`config.mk`:
```
export PLATFORM = sky130hd
export DESIGN_NAME = nutp_dist
export DESIGN_NICKNAME = d
export VERILOG_FILES = /design/src/assert_macros.svh /design/src/nutp_pkg.sv /design/src/nutp_dist.sv
export SDC_FILE = /design/constraint.sdc
export NUM_CORES = 2
export LEC_CHECK = 0
export BUFFER_PORTS_ARGS = -buffer_cell sky130_fd_sc_hd__buf_2
export CAP_MARGIN = 20
export CORE_MARGIN = 4
export CORE_UTILIZATION = 40
export CTS_BUF_LIST = sky130_fd_sc_hd__clkbuf_8
export CTS_CLUSTER_SIZE = 24
export DETAILED_ROUTE_END_ITERATION = 10
export GPL_TIMING_DRIVEN = 0
export PLACE_DENSITY = 0.54
export REMOVE_ABC_BUFFERS = 1
export SYNTH_ARGS = -nofsm -noshare
export SYNTH_HDL_FRONTEND = slang
export SYNTH_SLANG_ARGS = --single-unit
```
`constraint.sdc`:
```
create_clock -name clk_i -period 10.8 [get_ports clk_i]
set_input_delay 1.08 -clock clk_i [delete_from_list [all_inputs] [get_ports clk_i]]
set_output_delay 1.08 -clock clk_i [all_outputs]
set_load 0.03 [all_outputs]
```
`src/assert_macros.svh`:
```
// Assertion macros used by the tile picker RTL.
`ifndef ASSERT_MACROS_SVH
`define ASSERT_MACROS_SVH

// Checked on every rising edge of clk_i while rst_ni is high.
`define NUTP_ASSERT(lbl, prop) \
  lbl: assert property (@(posedge clk_i) disable iff (!rst_ni) (prop)) \
    else $error("tile picker assertion failed");

// Checked on every rising edge of clk_i, also during reset.
`define NUTP_ASSERT_ALWAYS(lbl, prop) \
  lbl: assert property (@(posedge clk_i) (prop)) \
    else $error("tile picker assertion failed");

`endif

```
`src/nutp_pkg.sv`:
```
// Types and fixed constants of the nearest unloaded tile picker.
package nutp_pkg;

  localparam int COORD_W = 24;
  localparam int PITCH_W = 24;
  localparam int IDX_OUT_W = 4;
  localparam logic [PITCH_W-1:0] PITCH_RESET = 24'd8533;

  typedef struct packed {
    logic valid;
    logic live;
  } nutp_ctl_t;

  typedef enum logic [4:0] {
    ST_CLEAR = 5'b00001,
    ST_IDLE  = 5'b00010,
    ST_SCAN  = 5'b00100,
    ST_DRAIN = 5'b01000,
    ST_EMIT  = 5'b10000
  } nutp_state_e;

endpackage

```
`src/nutp_dist.sv`:
```
// Four-stage pipeline that computes the squared distance from camera to a tile center.
module nutp_dist import nutp_pkg::*; #(
  parameter int SIDE_TILES = 16,
  parameter int TAG_W = 8,
  localparam int RW = $clog2(SIDE_TILES),
  localparam int FW = $clog2(SIDE_TILES + 1),
  localparam int PX_W = PITCH_W + FW,
  localparam int SQ_W = 2 * PX_W,
  localparam int DW = SQ_W + 1
) (
  input  logic                      clk_i,
  input  logic                      rst_ni,
  input  logic [PITCH_W-1:0]        pitch_i,
  input  logic signed [COORD_W-1:0] cx_i,
  input  logic signed [COORD_W-1:0] cy_i,
  input  nutp_ctl_t                 in_ctl_i,
  input  logic [RW-1:0]             col_i,
  input  logic [RW-1:0]             row_i,
  input  logic [TAG_W-1:0]          tag_i,
  output nutp_ctl_t                 out_ctl_o,
  output logic [TAG_W-1:0]          out_tag_o,
  output logic [DW-1:0]             dist_o,
  output logic                      busy_o
);

  nutp_ctl_t c1_q, c2_q, c3_q, c4_q;
  logic [TAG_W-1:0] t1_q, t2_q, t3_q, t4_q;
  logic [PX_W-1:0] px_q, py_q;
  logic [PX_W-1:0] ax_q, ay_q;
  logic [SQ_W-1:0] sx_q, sy_q;
  logic [DW-1:0] dist_q;

  logic [FW-1:0] fx, fy;
  logic signed [PX_W:0] cx_ext, cy_ext, dx, dy;

  assign fx = FW'(SIDE_TILES) - FW'(col_i);
  assign fy = FW'(SIDE_TILES) - FW'(row_i);

  assign cx_ext = (PX_W + 1)'(cx_i);
  assign cy_ext = (PX_W + 1)'(cy_i);
  assign dx = cx_ext - signed'({1'b0, px_q});
  assign dy = cy_ext - signed'({1'b0, py_q});

  always_ff @(posedge clk_i or negedge rst_ni) begin
    if (!rst_ni) begin
      c1_q <= '0;
      c2_q <= '0;
      c3_q <= '0;
      c4_q <= '0;
    end else begin
      c1_q <= in_ctl_i;
      c2_q <= c1_q;
      c3_q <= c2_q;
      c4_q <= c3_q;
    end
  end

  always_ff @(posedge clk_i) begin
    t1_q <= tag_i;
    t2_q <= t1_q;
    t3_q <= t2_q;
    t4_q <= t3_q;
    // Tile center coordinates.
    px_q <= PX_W'(pitch_i) * PX_W'(fx);
    py_q <= PX_W'(pitch_i) * PX_W'(fy);
    // Magnitudes of the offsets; they always fit in PX_W bits.
    ax_q <= dx[PX_W] ? PX_W'(-dx) : dx[PX_W-1:0];
    ay_q <= dy[PX_W] ? PX_W'(-dy) : dy[PX_W-1:0];
    sx_q <= SQ_W'(ax_q) * SQ_W'(ax_q);
    sy_q <= SQ_W'(ay_q) * SQ_W'(ay_q);
    dist_q <= DW'(sx_q) + DW'(sy_q);
  end

  assign out_ctl_o = c4_q;
  assign out_tag_o = t4_q;
  assign dist_o = dist_q;
  assign busy_o = c1_q.valid | c2_q.valid | c3_q.valid | c4_q.valid;

endmodule

```
# Word level (Yosys, flattened, before mapping)
# Index checks and enable logic that the tools add are counted.
# word_totals
ff_bits,331
in_bits,92
out_inout_bits,70
wordCells,35
# classes
n_addsub,7
mul,4
mux,2
n_bitwise,3
# op_table
operator,count
29-bit by 29-bit multiplier with 58-bit output,2
24-bit by 30-bit subtractor with 30-bit output,2
58-bit by 58-bit adder with 59-bit output,1
24-bit by 5-bit multiplier with 29-bit output,2
29-bit two-way mux,2
29-bit negator,2
"5-bit by 4-bit subtractor with 5-bit output, first input constant",2
1-bit bitwise OR,3

# Depth between registers and ports, before layout
# logic_depth
depth_word,3
ltp_mapped,31
mapped_depth_nobuf,29

# Worst setup path after synthesis
# No wires, ideal clock.
# synth_timing
path_kind,flip-flop to flip-flop
from,register ay_q[2]
to,register sy_q[54]
setup_ns,0.073
arrival_ns,7.573
t_required_ns,10.727
setup_slack_ns,3.154
path_stages_with_launch,27
n_path_buf,3
period_less_slack_ns,7.646
cell_sequence,dfxtp_1 clkbuf_1 clkbuf_1 nand2_1 fa_1 fa_1 inv_1 fa_1 inv_1 fa_1 fa_1 fa_1 inv_1 fa_1 fa_1 ha_1 buf_2 nand4_1 a211o_1 a21oi_2 o21a_2 a311oi_4 a21oi_4 a41oi_2 o211a_4 or4_4 o211ai_2
# synth_via
elab_chain_cells,1
# synth_rtl
element,line_no,text
"start, declared",nutp_dist.sv:29,"logic [PX_W-1:0] ax_q, ay_q;"
"start signal, assigned",nutp_dist.sv:68,ay_q <= dy[PX_W] ? PX_W'(-dy) : dy[PX_W-1:0];
29-bit by 29-bit multiplier with 58-bit output,nutp_dist.sv:70,sy_q <= SQ_W'(ay_q) * SQ_W'(ay_q);
"end signal, assigned",nutp_dist.sv:70,
"end, declared",nutp_dist.sv:30,"logic [SQ_W-1:0] sx_q, sy_q;"
# No other way between the ends.

# Worst setup path after layout
# layout_timing
from,register ax_q[21]
to,register sx_q[56]
# layout_via
elab_chain_cells,1
# layout_rtl
element,line_no,text
"start, declared",nutp_dist.sv:29,
"start signal, assigned",nutp_dist.sv:67,ax_q <= dx[PX_W] ? PX_W'(-dx) : dx[PX_W-1:0];
29-bit by 29-bit multiplier with 58-bit output,nutp_dist.sv:69,sx_q <= SQ_W'(ax_q) * SQ_W'(ax_q);
"end signal, assigned",nutp_dist.sv:69,
"end, declared",nutp_dist.sv:30,
# No other way between the ends.

==> results.cfg <==
[logic_synthesis]
synth_area_leaders = fa_1 (41%), ha_1 (13%), inv_1 (9.8%), dfxtp_1 (9.3%), and2_1 (4.2%)
netlist_instances = 7493
synth_area_leader_cell = fa_1
ys.flop_type = dfxtp_1
synth_edf_count = 0
syn_area_per_cell_um2 = 9.24
synth_cell_type_count = 106
seq_area_frac_synth_pct = 9.57
synth.ff_latch_count = 329
synth_async_sr_flop_share_pct = 2.43
syn-cell-area_mm2 = 0.0692
ys_warn_count = 0
yosysTopAreaCellShare_pct = 41.4

[worst_setup_path]
rrSetupSlack_ps = 1500
cp-start-kind = flip-flop
end_kind = flip-flop
reg2reg_to = sx_q[56]
endpoint = sx_q[56]
cp.required_ps = 11360
ff2ff_path_depth = 25
crit_type = flip-flop to flip-flop
crit_fanout = 25
crit_arrival_ps = 9860
r2r_start = ax_q[21]
critical_path.startpoint = ax_q[21]

[cts]
postCtsSetupRepairBufs = 0
cts_hold_buf = 0
cts_tree = yes
insertion_delay_ps = 730
cts_buffers = 66
htree_levels = 3
clk_path_buf_depth = 3
cts.clk_slew.worst_paths_ps = 60
cts-root-buf = clkbuf_8
numClockSinks = 329
post_cts_resized = 0

[final_layout]
multi_input_area_mm2 = 0.0549
layout.nets = 9717
layout.cells.most_common = inv_1
regArea_mm2 = 0.00668
utilization_pct = 43.1
final_cell_mix = inv_1 (1813), fa_1 (1433), nand2_1 (705)
n_fill_cell = 17200
drive_gt1_share_pct = 5.70
area_growth_pct = 7.01

[timing]
hold_viol = 0
finalWorstSetupSlack_ps = 1500
max_freq_mhz = 108
finalSetupViolCount = 0
rsz0062_at_grt = false
slew_viol_final = 0
maxSlewHeadroom_pct = 30.9
fin_crit_sh_pct = 86.1
period_needed_ps = 9300
finalClockSkew_ps = 58.9
tightest_slew_ps = 1040
tns_ps = 0

[route]
drt_iter0_drc = 2146
antenna_left = 0
drc = 0
vias_per_cell = 4.94
vias = 48700
post_drt_wl_per_cell_um = 18.1
wl_um = 179000
firstDrtPassIters = 5

[global_routing]
grt_max_degree = 35
grt_usage_pct = 20.7
grt_pass1_vias = 54000
grt_pass1_wl_um = 293000
overflow = 0
antenna_found_initial = 15

[place]
io_buffers = 161
pre_cts_ws_ps = 1560
gp_congestion = 0.870
dpl.hpwl_um = 147000

[floorplanning]
dieArea_mm2 = 0.180
ioPinCount = 162
die_h_um = 424
core-area_mm2 = 0.172
die_w_um = 424
rows = 152
initial_utilization_pct = 40.3

[status]
status = complete, no violations

[flow_run]
maxCapViolCount = 0

[hold_path]
hold_class = input port to asynchronous set/reset pin
-- worst max-delay path, stage by stage, from the launching register on --
cell      delay [ps]
dfxtp_2          920
inv_1            480
nor2_1           320
inv_1            100
fa_1             540
inv_1             50
fa_1             430
fa_1             540
inv_1             50
fa_1             490
inv_1             50
fa_1             480
fa_1             460
fa_1             440
fa_1             480
ha_1             430
nand4_1          140
nor3_1           400
nand2_1          130
a211oi_1         840
o21bai_1         260
a31oi_1          390
a31oi_1          200
o31ai_1          280
a21oi_1          120
xnor2_1          130
-- cell families (layout without fill, tap and decap cells) --
family | Yosys count | count (layout) | share of synthesized area (%)
AOI/OAI and AO/OA | 815 | 815 | 7.84
xor gates and xnor gates | 339 | 339 | 4.30
adders and majority gates | 2136 | 2136 | 54.1
buffers and inverters | 2066 | 2113 | 11.2
DFF | 329 | 329 | 9.57
muxes | 12 | 12 | 0.183
other | 0 | 9 | 0
and+or+nand+nor | 1796 | 1796 | 12.7
-- cells in the mapped netlist (all sizes together), types with 24 or more instances --
library cell,n
o21a,32
nor3,64
a31oi,46
nor2,258
o21bai,34
a21o,121
inv,1804
fa,1433
and3,33
ha,703
xnor2,211
clkbuf,232
buf,28
a21oi,266
nand2,705
dfxtp,321
o21ai,130
nand2b,24
and2,467
nor2b,51
nand4,37
nand3,83
xor2,128
-- area by class of cell --
cell class              instances  share of cell area (%)
well taps                    2310                    3.90
flip-flops and latches        329                    9.02
clock inverters                38                   0.480
multi-input cells            5098                    74.1
diodes                          9                  0.0304
inverters                    1806                    9.15
clock buffers                  81                    1.50
repair buffers                188                    1.84
-- per-layer routing --
| metal | wire (um) | vias up | GRT usage (%) |
|---|---|---|---|
| li1 | - | 22800 | - |
| met3 | 7320 | 250 | 2.80 |
| met5 | 55 | - | 0 |
| met1 | 76400 | 24800 | 26.7 |
| met4 | 8470 | 8 | 8.33 |
| met2 | 86400 | 876 | 35.1 |
-- stage by stage --
stage               std cells  hold WS, ps  area, um2
floorplan                7233          310      68200
global placement         9704          310      71900
detailed placement       9730          312      72600
CTS                      9849         87.0      74000
global route             9851          128      74100
finish                   9859          199      74100
-- worst min-delay path by stage --
stage	startpoint	to	slack, ps
3_5_place_dp	t3_q[2]	out_tag_o[2]	310
6_report	rst_ni	out_ctl_o[1]	200
4_1_cts	rst_ni	c1_q[0]	90
3_3_place_gp	t3_q[2]	out_tag_o[2]	310
5_1_grt	rst_ni	out_ctl_o[1]	130
2_1_floorplan	t3_q[0]	out_tag_o[0]	310
-- registers in the layout, indices dropped and copies added, names as in the netlist, 29 cells and up --
name    count
ay_q       29
sx_q       57
ax_q       29
sy_q       57
px_q       29
py_q       29
dist_o     59
Power is not shown: default switching activity piles up to over one toggle a cycle in this logic, so the estimate is an artifact.
